[src/hw/rtl/tcgw_pkg.sv]
// Shared types and codes for the text console glyph writer.
`timescale 1ns / 1ps
package tcgw_pkg;

  // Input opcodes carried on s_tuser
  localparam logic [1:0] OP_PUT_CHAR  = 2'd0;
  localparam logic [1:0] OP_LOAD_FONT = 2'd1;
  localparam logic [1:0] OP_CLEAR     = 2'd2;

  // Result commands carried on m_tuser
  localparam logic [1:0] CMD_ROW    = 2'd0;
  localparam logic [1:0] CMD_SCROLL = 2'd1;
  localparam logic [1:0] CMD_CLEAR  = 2'd2;

  // Item kinds passed from the front end to the back end
  localparam logic [2:0] KIND_LOAD    = 3'd0;
  localparam logic [2:0] KIND_CLEAR   = 3'd1;
  localparam logic [2:0] KIND_NEWLINE = 3'd2;
  localparam logic [2:0] KIND_TAB     = 3'd3;
  localparam logic [2:0] KIND_PRINT   = 3'd4;

  // Control characters
  localparam logic [7:0] CH_TAB      = 8'd9;
  localparam logic [7:0] CH_LINE_LO  = 8'd10;
  localparam logic [7:0] CH_LINE_HI  = 8'd13;

  localparam int CHAR_W      = 8;
  localparam int GROW_W      = 4;
  localparam int BITS_W      = 8;
  localparam int BPP_W       = 3;
  localparam int OFFSET_W    = 19;
  localparam int MASK_W      = 8;
  localparam int GLYPH_PIX   = 8;
  localparam int IN_DATA_W   = 24;
  localparam int OUT_DATA_W  = 32;
  localparam int QUEUE_DEPTH = 2;

  localparam logic [BPP_W-1:0] BPP_RESET = 3'd2;
  localparam logic [BPP_W-1:0] BPP_MIN   = 3'd1;
  localparam logic [BPP_W-1:0] BPP_MAX   = 3'd4;

  typedef struct packed {
    logic [2:0]        kind;
    logic              blank;     // printable code outside the font
    logic [CHAR_W-1:0] char_code;
    logic [GROW_W-1:0] glyph_row;
    logic [BITS_W-1:0] row_bits;
  } cls_item_t;

endpackage

[src/hw/rtl/tcgw_front.sv]
// Front end: input register, item decode and drop of items with no effect.
`timescale 1ns / 1ps
module tcgw_front import tcgw_pkg::*; #(
  parameter int GLYPH_HEIGHT = 16,
  parameter int GLYPH_COUNT  = 256
) (
  input  logic                 clk,
  input  logic                 rst,
  input  logic                 s_tvalid,
  output logic                 s_tready,
  input  logic [IN_DATA_W-1:0] s_tdata,
  input  logic [1:0]           s_tuser,
  input  logic                 q_full,
  output logic                 q_push,
  output cls_item_t            q_item
);

  logic      held;
  cls_item_t item;
  cls_item_t cls;
  logic      keep;

  logic [CHAR_W-1:0] ch;
  logic [GROW_W-1:0] grow;
  logic              ch_in_font;

  assign ch   = s_tdata[CHAR_W-1:0];
  assign grow = s_tdata[CHAR_W +: GROW_W];
  assign ch_in_font = 32'(ch) < GLYPH_COUNT;

  always_comb begin
    cls.kind      = KIND_PRINT;
    cls.blank     = !ch_in_font;
    cls.char_code = ch;
    cls.glyph_row = grow;
    cls.row_bits  = s_tdata[CHAR_W+GROW_W +: BITS_W];
    keep          = 1'b0;
    unique case (s_tuser)
      OP_PUT_CHAR: begin
        keep = 1'b1;
        if (ch >= CH_LINE_LO && ch <= CH_LINE_HI) begin
          cls.kind = KIND_NEWLINE;
        end else if (ch == CH_TAB) begin
          cls.kind = KIND_TAB;
        end else begin
          cls.kind = KIND_PRINT;
        end
      end
      OP_LOAD_FONT: begin
        cls.kind = KIND_LOAD;
        keep     = ch_in_font && (32'(grow) < GLYPH_HEIGHT);
      end
      OP_CLEAR: begin
        cls.kind = KIND_CLEAR;
        keep     = 1'b1;
      end
      default: begin
        keep = 1'b0;
      end
    endcase
  end

  assign q_push   = held && !q_full;
  assign s_tready = !held || !q_full;
  assign q_item   = item;

  always_ff @(posedge clk) begin
    if (rst) begin
      held <= 1'b0;
    end else if (s_tvalid && s_tready) begin
      held <= keep;
    end else if (q_push) begin
      held <= 1'b0;
    end
  end

  always_ff @(posedge clk) begin
    if (s_tvalid && s_tready) begin
      item <= cls;
    end
  end

endmodule

[config.mk]
export PLATFORM = sky130hd
export DESIGN_NAME = tcgw_front
export DESIGN_NICKNAME = d
export VERILOG_FILES = /design/src/hw/rtl/tcgw_pkg.sv /design/src/hw/rtl/tcgw_front.sv
export SDC_FILE = /design/constraint.sdc
export NUM_CORES = 1
export LEC_CHECK = 0
export BUFFER_PORTS_ARGS = -buffer_cell sky130_fd_sc_hd__buf_2
export CAP_MARGIN = 20
export CORE_MARGIN = 4
export CORE_UTILIZATION = 40
export DETAILED_ROUTE_END_ITERATION = 6
export GPL_TIMING_DRIVEN = 1
export PLACE_DENSITY = 0.77
export SETUP_SLACK_MARGIN = 0.15
export SLEW_MARGIN = 20
export SYNTH_ARGS = -nofsm -noshare
export SYNTH_HDL_FRONTEND = slang
export SYNTH_SLANG_ARGS = --single-unit
[constraint.sdc]
create_clock -name clk -period 3.07 [get_ports clk]
set_input_delay 0.1535 -clock clk [delete_from_list [all_inputs] [get_ports clk]]
set_output_delay 0.1535 -clock clk [all_outputs]
set_load 0.03 [all_outputs]
==> impl_metrics.toml <==
[outcome]
status = "complete, no violations"

[worst_hold_path]
hold_path_end = "q_item[4]"
hp-class = "in -> reg"
whs_path_depth = 1
hold_start = "s_tdata[16]"

[synthesis]
synth_cell_type_count = 17
yosysSeqAreaShare_pct = 83.0
yosysWarnings = 0
syn_avg_cell_area_um2 = 19.0
synth.net_count = 77
synthCells = 45
ys_ff_latch = 24
syn_area_um2 = 856

[cells_and_area]
syn2layout_area_growth_pct = 43.6
final_common_cell = "buf_2"
diodes = 0
num-nets-final = 138
final_cells = 132
layout-drive-gt1-share_pct = 52.4
layout_common_cells = "buf_2 (50), edfxtp_1 (23), dlygate4sd3_1 (7)"

[sta]
hold_viol_final = 0
setup_viol = 0
rsz0062_at_grt = "no"
fin_crit_sh_pct = 49.5
post-route-min-period_ps = 1520
tightest_slew_ps = 929
max_freq_ghz = 0.658
worst_slack_ps = 1550
finClkSkew_ps = 5.95
fin_tns_setup_ps = 0
drv_slew = 0
max_slew_margin_pct = 38.1

[floorplan]
core-area_um2 = 2000
die_h_um = 54.3
num_rows = 16
start_util_pct = 42.8
io_pins = 56
die_area_um2 = 2940
fp.dieW_um = 54.3

[clocking]
clock-root-buffer = "clkbuf_4"
cts_buffer_depth = 2
numClockSinks = 24
post_cts_buffers = 0
htree_levels = 1
clk_pin_slew_ps = 110
cts_tree = "yes"
clk-insertion-delay-late_ps = 300
numCtsBuffers = 3

[detailed_routing]
drt_first_pass_iters = 3
wire_per_inst_um = 12.9
avgViaCountPerCell = 4.52
antenna_left = 0
vias = 596
finalWirelength_um = 1700
dr.first_iter.drc_count = 4
drc = 0

[global_routing]
use_met1_pct = 9.93
grt_max_degree = 24
grt_pass1_wl_um = 2280
use_met2_pct = 20.9
grt_pass1_vias = 560
antenna_found_initial = 0
grtUsageMet3_pct = 3.81
overflow = 0
gr-max-usage-layer = "met2"
grt_usage_pct = 11.4

[critical_path]
crit_chain = "nand2_1 -> and2_1"
slowest_delay_ps = 750
cp_max_fo = 23
startpoint_type = "flop"
reg2reg_depth = 2
r2r-start = "held"
cp.arrival_ps = 1450
startpoint = "held"
reg2reg_slack_ps = 1550
worstReg2RegEnd = "q_item[5]"
crit_path_end_kind = "flop"
worstPathRequired_ps = 3000
cp_slowest_cell = "and2_1"
crit_type = "reg -> reg"

[placement]
port_buffers = 50
gp_congestion = 0.686
dp_slack_ps = 1530
dp_cells = 121

[job]
drv_cap = 0

[power_and_ir_drop]
p_leak_uw = 0.000530
ir_worst_vdd_mv = 0.224
powerDensity_nw_per_um2 = 505
-- power by group --
group	leakage, uW	internal [uW]	switching [uW]
registers	0.000232	382	4.08
logic	0.000283	35.4	67.1
clock network	0.0000150	50.5	81.1
-- worst max-delay path, delay by kind of cell (launching register included) --
kind,cells,cell delay [ps]
DFF,1,330
and+or+nand+nor,2,830
-- area by class of cell --
type / count / area, um2
multi-input combinational: 18 / 130
tap: 27 / 33.8
clock buffer: 4 / 26.3
timing repair buffer: 57 / 320
sequential: 24 / 711
inverter: 2 / 7.51
fill: 161 / 773
-- Yosys cell counts --
cell      number  share of area [%]
dfxtp_1        1                2.3
nor2b_1        1               0.73
nand2_1        2               0.88
edfxtp_1      23                 81
and2_1         2                1.5
o41a_1         1                1.3
ha_1           2                2.9
nor3_1         1               0.58
buf_4          1               0.88
conb_1         1               0.44
or4_4          1                1.3
nor4_1         1               0.73
o31ai_1        1               0.88
or4b_2         1                1.2
nand2b_1       3                2.2
a21oi_1        1               0.58
inv_1          2               0.88
-- logic make-up after synthesis --
family,after synthesis,share of synthesized area [%]
other,1,0.438
buffers and inverters,3,1.76
AOI/OAI and AO/OA,3,2.78
and+or+nand+nor,12,9.06
DFF,24,83.0
adders and majority gates,2,2.92
-- per-stage QoR --
stage | hold slack, ps | total power (uW) | cell area, um2 | util (%)
detailed placement | 316 | 490 | 1130 | 56.6
global route | 1.91 | 654 | 1230 | 61.4
global placement | 309 | 488 | 1130 | 56.6
floorplan | 223 | 452 | 856 | -
CTS | 11.0 | 623 | 1170 | 58.4
finish | 28.8 | 620 | 1230 | 61.4
-- flip-flops by register name, indices dropped and copies added (netlist names) --
name,cells
held,1
q_item,23
-- routing by layer --
metal / wire [um] / part of all wire, % / vias to the layer above
met5: 0 / 0 / -
met3: 163 / 9.6 / 2
met4: 34 / 2.0 / 0
met1: 595 / 35 / 277
li1: - / - / 289
met2: 909 / 53 / 28
-- worst max-delay path by stage --
stage,end,slack [ps],cells past startpoint
3_3_place_gp,q_item[18],1560,2
5_1_grt,q_item[5],1430,2
4_1_cts,q_item[5],1520,2
3_5_place_dp,q_item[3],1530,2
6_report,q_item[5],1550,2
2_1_floorplan,q_item[0],1490,2
-- repair_timing --
item                                    in CTS  in global routing
hold buffers                                 1                  6
resized for setup                            0                  0
endpoints found under the setup margin       0                  0
hold endpoints to repair                     1                  6
Note: power is estimated with default switching activity, not from simulation.
