$ cat config.mk
export PLATFORM = sky130hd
export DESIGN_NAME = tcgw_fifo
export DESIGN_NICKNAME = d
export VERILOG_FILES = /design/src/hw/rtl/tcgw_pkg.sv /design/src/hw/rtl/tcgw_fifo.sv
export SDC_FILE = /design/constraint.sdc
export NUM_CORES = 1
export LEC_CHECK = 0
export BUFFER_PORTS_ARGS = -buffer_cell sky130_fd_sc_hd__buf_2
export CORE_AREA = 2 2 84 86
export CTS_CLUSTER_DIAMETER = 100
export CTS_CLUSTER_SIZE = 14
export DETAILED_ROUTE_END_ITERATION = 12
export DIE_AREA = 0 0 86 88
export REMOVE_ABC_BUFFERS = 1
export SLEW_MARGIN = 20
export SYNTH_ARGS = -nofsm -noshare
export SYNTH_HDL_FRONTEND = slang
export SYNTH_SLANG_ARGS = --single-unit
$ cat constraint.sdc
create_clock -name clk -period 3.4 [get_ports clk]
set_input_delay 0.17 -clock clk [delete_from_list [all_inputs] [get_ports clk]]
set_output_delay 0.17 -clock clk [all_outputs]
set_load 0.005 [all_outputs]
$ cat src/hw/rtl/tcgw_pkg.sv
// Shared types and codes for the text console glyph writer.
`timescale 1ns / 1ps
package tcgw_pkg;

  // Input opcodes carried on s_tuser
  localparam logic [1:0] OP_PUT_CHAR  = 2'd0;
  localparam logic [1:0] OP_LOAD_FONT = 2'd1;
  localparam logic [1:0] OP_CLEAR     = 2'd2;

  // Result commands carried on m_tuser
  localparam logic [1:0] CMD_ROW    = 2'd0;
  localparam logic [1:0] CMD_SCROLL = 2'd1;
  localparam logic [1:0] CMD_CLEAR  = 2'd2;

  // Item kinds passed from the front end to the back end
  localparam logic [2:0] KIND_LOAD    = 3'd0;
  localparam logic [2:0] KIND_CLEAR   = 3'd1;
  localparam logic [2:0] KIND_NEWLINE = 3'd2;
  localparam logic [2:0] KIND_TAB     = 3'd3;
  localparam logic [2:0] KIND_PRINT   = 3'd4;

  // Control characters
  localparam logic [7:0] CH_TAB      = 8'd9;
  localparam logic [7:0] CH_LINE_LO  = 8'd10;
  localparam logic [7:0] CH_LINE_HI  = 8'd13;

  localparam int CHAR_W      = 8;
  localparam int GROW_W      = 4;
  localparam int BITS_W      = 8;
  localparam int BPP_W       = 3;
  localparam int OFFSET_W    = 19;
  localparam int MASK_W      = 8;
  localparam int GLYPH_PIX   = 8;
  localparam int IN_DATA_W   = 24;
  localparam int OUT_DATA_W  = 32;
  localparam int QUEUE_DEPTH = 2;

  localparam logic [BPP_W-1:0] BPP_RESET = 3'd2;
  localparam logic [BPP_W-1:0] BPP_MIN   = 3'd1;
  localparam logic [BPP_W-1:0] BPP_MAX   = 3'd4;

  typedef struct packed {
    logic [2:0]        kind;
    logic              blank;     // printable code outside the font
    logic [CHAR_W-1:0] char_code;
    logic [GROW_W-1:0] glyph_row;
    logic [BITS_W-1:0] row_bits;
  } cls_item_t;

endpackage

$ cat src/hw/rtl/tcgw_fifo.sv
// Short queue of decoded items between the front end and the back end.
`timescale 1ns / 1ps
module tcgw_fifo import tcgw_pkg::*; (
  input  logic      clk,
  input  logic      rst,
  input  logic      push,
  input  cls_item_t push_item,
  output logic      full,
  input  logic      pop,
  output logic      avail,
  output cls_item_t head
);

  localparam int PW = (QUEUE_DEPTH > 1) ? $clog2(QUEUE_DEPTH) : 1;
  localparam int CNTW = $clog2(QUEUE_DEPTH + 1);

  cls_item_t         slots [QUEUE_DEPTH];
  logic [PW-1:0]     wr_ptr;
  logic [PW-1:0]     rd_ptr;
  logic [CNTW-1:0]   count;

  assign full  = count == CNTW'(QUEUE_DEPTH);
  assign avail = count != '0;
  assign head  = slots[rd_ptr];

  function automatic logic [PW-1:0] bump(input logic [PW-1:0] p);
    return (p == PW'(QUEUE_DEPTH - 1)) ? '0 : p + PW'(1);
  endfunction

  always_ff @(posedge clk) begin
    if (rst) begin
      wr_ptr <= '0;
      rd_ptr <= '0;
      count  <= '0;
    end else begin
      if (push) begin
        wr_ptr <= bump(wr_ptr);
      end
      if (pop) begin
        rd_ptr <= bump(rd_ptr);
      end
      if (push && !pop) begin
        count <= count + CNTW'(1);
      end else if (pop && !push) begin
        count <= count - CNTW'(1);
      end
    end
  end

  always_ff @(posedge clk) begin
    if (push) begin
      slots[wr_ptr] <= push_item;
    end
  end

endmodule

==> flow_metrics.tcl, run 1 <==
set metrics [dict create \
    synth_edf_count 48 \
    regArea_mm2 0.00154 \
    dp.final_hpwl_um 2270 \
    async_flop_share_pct 0 \
    syn_inst 97 \
    crit_slowest_cell "dfxtp_1" \
    yosysTopAreaCell "edfxtp_1" \
    root_buffer "clkbuf_8" \
    fmax_mhz 530 \
    fin_cells 238 \
    cts_sinks 53 \
    finClkSkew_ps 4.96 \
    ys_ff_latch 53 \
    relSlewSlack_pct 52.7 \
    num_antenna_cells 0 \
    final-setup-viol-count 0 \
    cts_max_level 2 \
    ys_types 17 \
    vias 982 \
    finalCritPeriodShare_pct 55.4 \
    worst-path-max-fanout 15 \
    nFillCells 616 \
    reg2regPathDepth 2 \
    seq_power_share_pct 59.4 \
    yosys.area_share.simple_pct 2.51 \
    postCtsHoldBufs 0 \
    intPower_mw 1.03 \
    row_count 30 \
    postCtsSetupBuffers 0 \
    synth_fa_ha_area_share_pct 0.644 \
    r2r-start "wr_ptr$_SDFFE_PP0P_" \
    cap_violations 0 \
    die_area_mm2 0.00757 \
    crit_path_end "head[15]" \
    worstSetupPathType "reg -> out" \
    cts.clk_slew.worst_paths_ps 90 \
    rsz0062_at_grt "false" \
    critPathMaxStageDelay_ps 590 \
    dr.pass1.iters 4 \
    power_density_mw_per_mm2 537 \
    wirelength_um 3190 \
    ctsLongestPathBuffers 2 \
    io_pins 54 \
    multi_input_area_um2 379 \
    start_util_pct 29.2 \
    synthXorXnorAreaFrac_pct 1.80 \
    die_y_um 88 \
    yosysWarnings 0 \
    cp-end-kind "output pin" \
    yosys-top-cells-area "edfxtp_1 74%, mux2_2 14%, dfxtp_1 5.2%" \
    worstPathRequired_ps 3230 \
    grt_max_degree 17 \
    arrival_ps 1720 \
    wl_per_cell_um 13.4 \
    grt_pass1_wl_um 4990 \
    yosysSeqAreaShare_pct 79.4 \
    cp-start-kind "flip-flop" \
    final_layout_size_suffix_gt1_share_pct 57.0 \
    synth_area_mm2 0.00194 \
    power_switching_mw 0.271 \
    cts_tree "yes" \
    area_delta_synth_final_pct 24.5 \
    muxShareOfSynthArea_pct 13.9 \
    hold_violations 0 \
    ant_nets 0 \
    synth-compound-area-share_pct 0.515 \
    fin_tns_setup_ps 0 \
    slew_violations 0 \
    drc_errors 0 \
    grt_overflow 0 \
    synth_top_area_share_pct 74.2 \
    min_path_type "in -> reg" \
    combPwrFrac_pct 11.4 \
    avgSynthCellArea_um2 20.0 \
    dp.cells 230 \
    nNetsFinal 186 \
    layout_min_cycle_time_ps 1890 \
    power.clock.fraction_pct 29.2 \
    grt_pass1_vias 1053 \
    port_buffers 53 \
    viasPerCell 4.13 \
    cts_buffers 5 \
    grtUsageTotal_pct 8.84 \
    gp_congestion 0.641 \
    path_depth 3 \
    clk_latency_ps 290 \
    cp_top_family "flip-flops" \
    synth_flop_cell "edfxtp_1" \
    r2r-end "slots[1][18]$_DFFE_PP_" \
    synth_top_family_by_area "multiplexers" \
    tightest_slew_ps 706 \
    path_cells "buf_4 -> mux2_2 -> buf_2" \
    core_area_mm2 0.00664 \
    antenna_found_initial 0 \
    critical_path_buf_inv_count 2 \
    r2r_slack_ps 1820 \
    die_w_um 86 \
    cellLeakagePower_nw 0.917 \
    vdd_ir_drop_max_uv 301 \
    hold_depth 1 \
    drt_first_iter_violations 26 \
    switching_share_pct 20.9 \
    status "completed" \
    cts-resized-gates 0 \
]
## power by group through the flow
stage	Sequential [mW]	Combinational, mW	Clock (mW)
finish	0.772	0.148	0.379
global route	0.777	0.166	0.421
CTS	0.773	0.152	0.393
detailed placement	0.788	0.151	0
global placement	0.787	0.151	0
floorplan	0.788	0.0733	0
## synth_stat cells (2+ instances only)
master / number
xor2_1: 2
edfxtp_1: 48
dfxtp_1: 5
xnor2_1: 2
buf_4: 2
nor2_1: 4
mux2_2: 24
## cells by family (layout without fill, tap and decap cells)
family,Yosys count,in the layout
simple gates,9,9
xor+xnor,4,4
flops,53,53
mux,24,24
buf+inv,4,65
fa+ha+maj,1,1
compound gates,2,2
## how the worst min path moves through the flow
stage                             start                      to  slack, ps
after floorplan                     rst   count[1]$_SDFFE_PP0P_        240
after global placement    push_item[14]  slots[1][14]$_DFFE_PP_        360
after detailed placement  push_item[21]  slots[0][21]$_DFFE_PP_        360
after CTS                 push_item[17]  slots[1][17]$_DFFE_PP_         40
after global routing       push_item[3]   slots[0][3]$_DFFE_PP_         40
final                     push_item[17]  slots[0][17]$_DFFE_PP_         60
## worst reg2reg max path, delay by kind of cell (launching register included)
kind / cells / cell delay [ps]
AND/OR/NAND/NOR: 1 / 580
flip-flops: 1 / 380
buffers and inverters: 1 / 330
## through the flow
step                hold slack [ps]  setup WS, ps  cell area, um2  power (mW)  utilization [%]
floorplan                       239          1580            1920       0.861                -
global route                   37.0          1370            2420        1.36             36.4
global placement                360          1770            2310       0.938             34.8
detailed placement              362          1770            2310       0.939             34.8
CTS                            44.8          1460            2420        1.32             36.4
finish                         58.8          1510            2420        1.30             36.4
## cell usage in the layout, fill, tap and decap left out, drive strengths merged
master and n:
edfxtp 48, xnor2 2, inv 1, xor2 2
a21oi 1, or2 1, clkbuf 7, clkinv 1
dfxtp 5, ha 1, nor2 4, or3 1
nor2b 1, mux2 24, buf 56, and2b 1
and2 1, o21ai 1
## per-layer routing
metal | up-vias | wire length [um] | global-route usage, %
li1 | 482 | - | -
met1 | 460 | 1400 | 10.5
met2 | 36 | 1500 | 14.4
met3 | 4 | 258 | 3.96
met4 | 0 | 27 | 3.03
met5 | - | 0 | 0
## final cells by class
type                       count  area share [%]
clock buffer                   7            4.04
clock inverter                 1           0.362
inverter                       1           0.155
multi-input combinational     40            15.7
sequential                    53            63.7
tap                           80            4.14
timing repair buffer          56            11.9
## sequential cells by signal, indices dropped and copies added (netlist names), named ones only
signal / flops
rd_ptr: 1
count: 2
slots: 48
wr_ptr: 1
(Power assumes the default switching activity.)
==> run 2, diff against run 1 <==
Clock period 3.4 ns to 2 ns, I/O delays scaled along.
==> run 2 against run 1 <==
Final area is 9.9% higher; via count is 15% higher; worst setup slack worse by 1200 ps; critical endpoint is now head[21].
==> flow_metrics.tcl, run 2 (synthesized netlist as in run 1, its figures left out) <==
set metrics [dict create \
    num_antenna_cells 0 \
    core_area_mm2 0.00664 \
    ant_nets 0 \
    start_util_pct 29.2 \
    grt_max_degree 16 \
    vias 1127 \
    antenna_found_initial 0 \
    drc_errors 0 \
    die_area_mm2 0.00757 \
    cp-start-kind "flip-flop" \
    grt_overflow 0 \
    io_pins 54 \
    cts-resized-gates 0 \
    min_path_type "in -> reg" \
    hold_violations 0 \
    finalCritPeriodShare_pct 82.7 \
    final-setup-viol-count 0 \
    cts.clk_slew.worst_paths_ps 90 \
    fmax_mhz 605 \
    intPower_mw 1.70 \
    largest_register "slots" \
    status "completed" \
    fin_cells 265 \
    viasPerCell 4.25 \
    grt_pass1_vias 1141 \
    power_density_mw_per_mm2 817 \
    rsz0062_at_grt "false" \
    switching_share_pct 21.7 \
    wirelength_um 3440 \
    wl_per_cell_um 13.0 \
    power_switching_mw 0.470 \
    seq_power_share_pct 60.4 \
    die_y_um 88 \
    largest_registers "slots (48), count (2)" \
    clk_latency_ps 290 \
    cp-end-kind "output pin" \
    root_buffer "clkbuf_8" \
    finClkSkew_ps 5.18 \
    area_delta_synth_final_pct 36.9 \
    cts_sinks 53 \
    final_layout_size_suffix_gt1_share_pct 50.3 \
    worst-path-max-fanout 9 \
    ctsLongestPathBuffers 2 \
    layout_min_cycle_time_ps 1650 \
    combPwrFrac_pct 13.7 \
    grt_pass1_wl_um 5440 \
    tightest_slew_ps 388 \
    die_w_um 86 \
    cellLeakagePower_nw 1.02 \
    worstSetupPathType "reg -> out" \
    final_cell_mix "53 x buf_2, 48 x edfxtp_1, 24 x mux2_2, 24 x dlygate4sd3_1, 6 x buf_4" \
    slew_violations 0 \
    vdd_ir_drop_max_uv 371 \
    grtUsageTotal_pct 9.69 \
    largest_reg_flops 48 \
    cts_tree "yes" \
    drt_first_iter_violations 36 \
    nNetsFinal 213 \
    dp.cells 233 \
    nFillCells 619 \
    port_buffers 53 \
    worstPathRequired_ps 1900 \
    relSlewSlack_pct 74.1 \
    dp.final_hpwl_um 2300 \
    final_common_cell "buf_2" \
    gp_congestion 0.714 \
    row_count 30 \
    dr.pass1.iters 4 \
    fin_tns_setup_ps 0 \
    power.clock.fraction_pct 26.0 \
    cap_violations 0 \
    arrival_ps 1550 \
    cts_max_level 2 \
    cts_buffers 5 \
]
[run 2: power groups by stage]
| stage | Combinational [mW] | Clock, mW | Sequential (mW) |
|---|---|---|---|
| 2_1_floorplan | 0.125 | 0 | 1.34 |
| 3_3_place_gp | 0.264 | 0 | 1.34 |
| 3_5_place_dp | 0.266 | 0 | 1.34 |
| 4_1_cts | 0.303 | 0.599 | 1.31 |
| 5_1_grt | 0.331 | 0.632 | 1.32 |
| 6_report | 0.297 | 0.564 | 1.31 |
[run 2: path summary, 6_finish.rpt]
check	slack (ps)	from	endpoint	cells past startpoint
max reg2reg	690	wr_ptr$_SDFFE_PP0P_	slots[1][5]$_DFFE_PP_	2
min reg2reg	520	count[1]$_SDFFE_PP0P_	count[1]$_SDFFE_PP0P_	2
min	40	rst	wr_ptr$_SDFFE_PP0P_	2
max	350	flip-flop	head[21]	3
[run 2: critical path, stage by stage, from the launching register on]
cell and delay, ps:
dfxtp_1 520, buf_4 250, mux2_2 350, buf_2 130
[run 2: stage by stage]
step           power (mW)  hold slack (ps)  setup WS (ps)  utilization, %  cell area (um2)
2_1_floorplan        1.46              169            176               -             1920
3_3_place_gp         1.60              287            626            35.1             2330
3_5_place_dp         1.60              292            643            35.1             2330
4_1_cts              2.21             17.1            289            40.0             2660
5_1_grt              2.28             34.5            216            40.0             2660
6_report             2.17             36.1            346            40.0             2660
[run 2: layout make-up]
cell class              instances  area, um2  share of cell area (%)
multi-input cells              40        379                    14.3
flip-flops and latches         53       1540                    58.0
well taps                      80        100                    3.77
repair buffers                 83        551                    20.7
clock buffers                   6       72.6                    2.73
clock inverters                 2       10.0                   0.377
inverters                       1       3.75                   0.141
[run 2: routing by layer]
layer	vias to the layer above	GRT usage [%]	wire [um]
li1	538	-	-
met5	-	0	0
met1	545	11.3	1440
met3	4	3.49	233
met2	40	16.3	1720
met4	0	3.90	38
[run 2: what timing repair did]
item / CTS / global route
setup buffers: 0 / 0
hold buffers: 24 / 0
hold endpoints to repair: 48 / 0
==> run 3, diff against run 2 <==
Settings changed: ABC_AREA set to 1, CORE_AREA 2 2 84 86 to 2 2 86 88, DIE_AREA 0 0 86 88 to 0 0 88 90.
Clock period 2 ns to 1.4 ns, I/O delays scaled along.
==> run 3 against run 2 <==
Clock skew increased by 1.7 ps; first-iteration DRC count fell by 8.3%; die area rose by 4.7%; utilization rose by 1.7 points; clock power increased by 83%; cell count is 12% higher; combinational power grew 75%; sequential power is 41% higher; worst setup slack worse by 300 ps; total power increased by 57%.
==> flow_metrics.tcl, run 3 <==
set metrics [dict create \
    num_antenna_cells 0 \
    cts_tree "yes" \
    fin_cells 297 \
    power_density_mw_per_mm2 1160 \
    met3_length_um 237 \
    ctsLongestPathBuffers 2 \
    stdcell_area_mm2 0.00293 \
    grtUsageTotal_pct 9.60 \
    tightest_slew_ps 247 \
    cp-end-kind "output pin" \
    top_layer "met4" \
    slew_violations 0 \
    synth_flop_cell "edfxtp_1" \
    gp_congestion 0.686 \
    synth_fa_ha_area_share_pct 0.606 \
    grt_max_degree 19 \
    wirelength_um 3660 \
    port_buffers 53 \
    die_y_um 90 \
    synth_top_area_share_pct 69.8 \
    drt_first_iter_violations 33 \
    finClkSkew_ps 6.91 \
    postPlaceCellArea_mm2 0.00246 \
    finalCritPeriodShare_pct 96.8 \
    ys_ff_latch 53 \
    largest_register "slots" \
    largest_reg_flops 48 \
    synth_area_mm2 0.00206 \
    largest_registers "slots (48), count (2)" \
    viasPerCell 3.94 \
    ant_nets 0 \
    layout_min_cycle_time_ps 1360 \
    combPwrFrac_pct 15.3 \
    cts.clk_slew.worst_paths_ps 80 \
    grt_overflow 0 \
    final.setup.worst_slack_ps 44.8 \
    synth_most_common_cell "edfxtp_1" \
    row_count 31 \
    fin_tns_setup_ps 0 \
    wl_per_cell_um 12.3 \
    clk_latency_ps 290 \
    cellLeakagePower_nw 1.20 \
    nNetsFinal 226 \
    syn_inst 108 \
    pre_cts_ws_ps 322 \
    met1_length_um 1500 \
    final_layout_size_suffix_gt1_share_pct 47.0 \
    dr.pass1.iters 3 \
    async_flop_share_pct 0 \
    vias 1169 \
    seq_power_share_pct 54.4 \
    antenna_found_initial 0 \
    relSlewSlack_pct 83.5 \
    grt_pass1_vias 1255 \
    synth_top_family_by_area "multiplexers" \
    final-setup-viol-count 0 \
    synth-compound-area-share_pct 0.485 \
    die_area_mm2 0.00792 \
    intPower_mw 2.72 \
    switching_share_pct 19.9 \
    start_util_pct 29.4 \
    status "completed" \
    power.clock.fraction_pct 30.3 \
    worstSetupPathType "reg -> out" \
    worstPathRequired_ps 1330 \
    worst-path-max-fanout 9 \
    final_cell_mix "48 x edfxtp_1, 45 x buf_2, 25 x dlygate4sd3_1, 24 x mux2_4" \
    cts_sinks 53 \
    drc_errors 0 \
    grt_pass1_wl_um 5770 \
    postCtsSetupBuffers 0 \
    die_w_um 88 \
    muxShareOfSynthArea_pct 16.7 \
    avgSynthCellArea_um2 19.1 \
    synth_commonest_cells "48 x edfxtp_1, 20 x mux2_4, 9 x inv_1, 6 x nand2_1, 6 x nor2_1" \
    core_area_mm2 0.00702 \
    yosysWarnings 0 \
    yosysSeqAreaShare_pct 74.7 \
    vdd_ir_drop_max_uv 584 \
    dp.cells 263 \
    rsz0062_at_grt "true" \
    root_buffer "clkbuf_8" \
    ys_types 16 \
    p_total_mw 3.40 \
    cap_violations 0 \
    dr_wl_met2_um 1880 \
    yosysTopAreaCell "edfxtp_1" \
    area_delta_synth_final_pct 41.8 \
    synth_edf_count 48 \
    io_pins 54 \
    min_path_type "in -> reg" \
    power_switching_mw 0.678 \
    final_common_cell "edfxtp_1" \
    cp-start-kind "flip-flop" \
    synthXorXnorAreaFrac_pct 0.424 \
    hold_violations 0 \
    yosys-top-cells-area "edfxtp_1 70%, mux2_4 15%, dfxtp_1 4.8%" \
    cts_max_level 2 \
    dp.final_hpwl_um 2380 \
    cts_buffers 5 \
    fmax_mhz 738 \
    arrival_ps 1290 \
    yosys.area_share.simple_pct 2.97 \
]
==> run 3: changes by cell type in the layout (fill, tap and decap cells not counted), moves of 6 or more <==
cell,before,now
buf_2,53,45
buf_6,0,9
inv_1,1,9
mux2_2,24,0
mux2_4,0,24
nand2_1,0,6
==> run 3: layout make-up <==
cell class                      instances  area, um2
Fill cell                             634       4090
Sequential cell                        53       1550
Timing Repair Buffer                   85        652
Multi-Input combinational cell         43        455
Tap cell                               99        124
Clock buffer                            7       86.3
Inverter                                9       33.8
Clock inverter                          1       30.0
==> run 3: path summary, 6_finish.rpt <==
| kind | from | end | slack, ps | cells after the start |
|---|---|---|---|---|
| min | pop | flip-flop | 60 | 3 |
| max reg2reg | wr_ptr$_SDFFE_PP0P_ | slots[1][11]$_DFFE_PP_ | 330 | 3 |
| min reg2reg | wr_ptr$_SDFFE_PP0P_ | wr_ptr$_SDFFE_PP0P_ | 530 | 2 |
| max | flip-flop | head[20] | 40 | 3 |
==> run 3: stage by stage <==
step | utilization (%) | hold slack (ps)
6_report | 41.7 | 61.5
5_1_grt | 41.7 | 96.5
4_1_cts | 40.4 | 48.2
3_5_place_dp | 35.1 | 261
3_3_place_gp | 35.1 | 257
2_1_floorplan | - | 142
==> run 3: layer usage <==
| layer | global-route usage, % | vias up |
|---|---|---|
| li1 | - | 570 |
| met1 | 11.2 | 560 |
| met2 | 16.0 | 34 |
| met3 | 4.04 | 5 |
| met4 | 2.69 | 0 |
| met5 | 0 | - |
==> run 3: kinds of logic (layout without fill, tap and decap cells) <==
kind of cell               count (synthesis)  in the layout
and+or+nand+nor                           15             15
xor gates and xnor gates                   1              1
adders and majority gates                  1              1
DFF                                       53             53
buffers and inverters                     12            102
AOI/OAI and AO/OA                          2              2
muxes                                     24             24
==> run 3: timing repair <==
action	CTS	global route
hold buffers	25	0
setup endpoints to repair	4	15
hold endpoints to repair	51	0
cloned	0	1
gates resized for setup	2	12
==> run 3: worst max-delay path, stage by stage, from the launching register on <==
cell and delay (ps):
dfxtp_4 390, clkbuf_16 180, mux2_4 310, buf_6 120
==> run 3: power by group through the flow <==
stage / sequential [mW] / combinational [mW] / clock [mW]
after CTS: 1.85 / 0.478 / 1.09
after detailed placement: 1.89 / 0.417 / 0
after global routing: 1.86 / 0.574 / 1.13
final: 1.85 / 0.520 / 1.03
after floorplan: 1.90 / 0.204 / 0
after global placement: 1.88 / 0.411 / 0
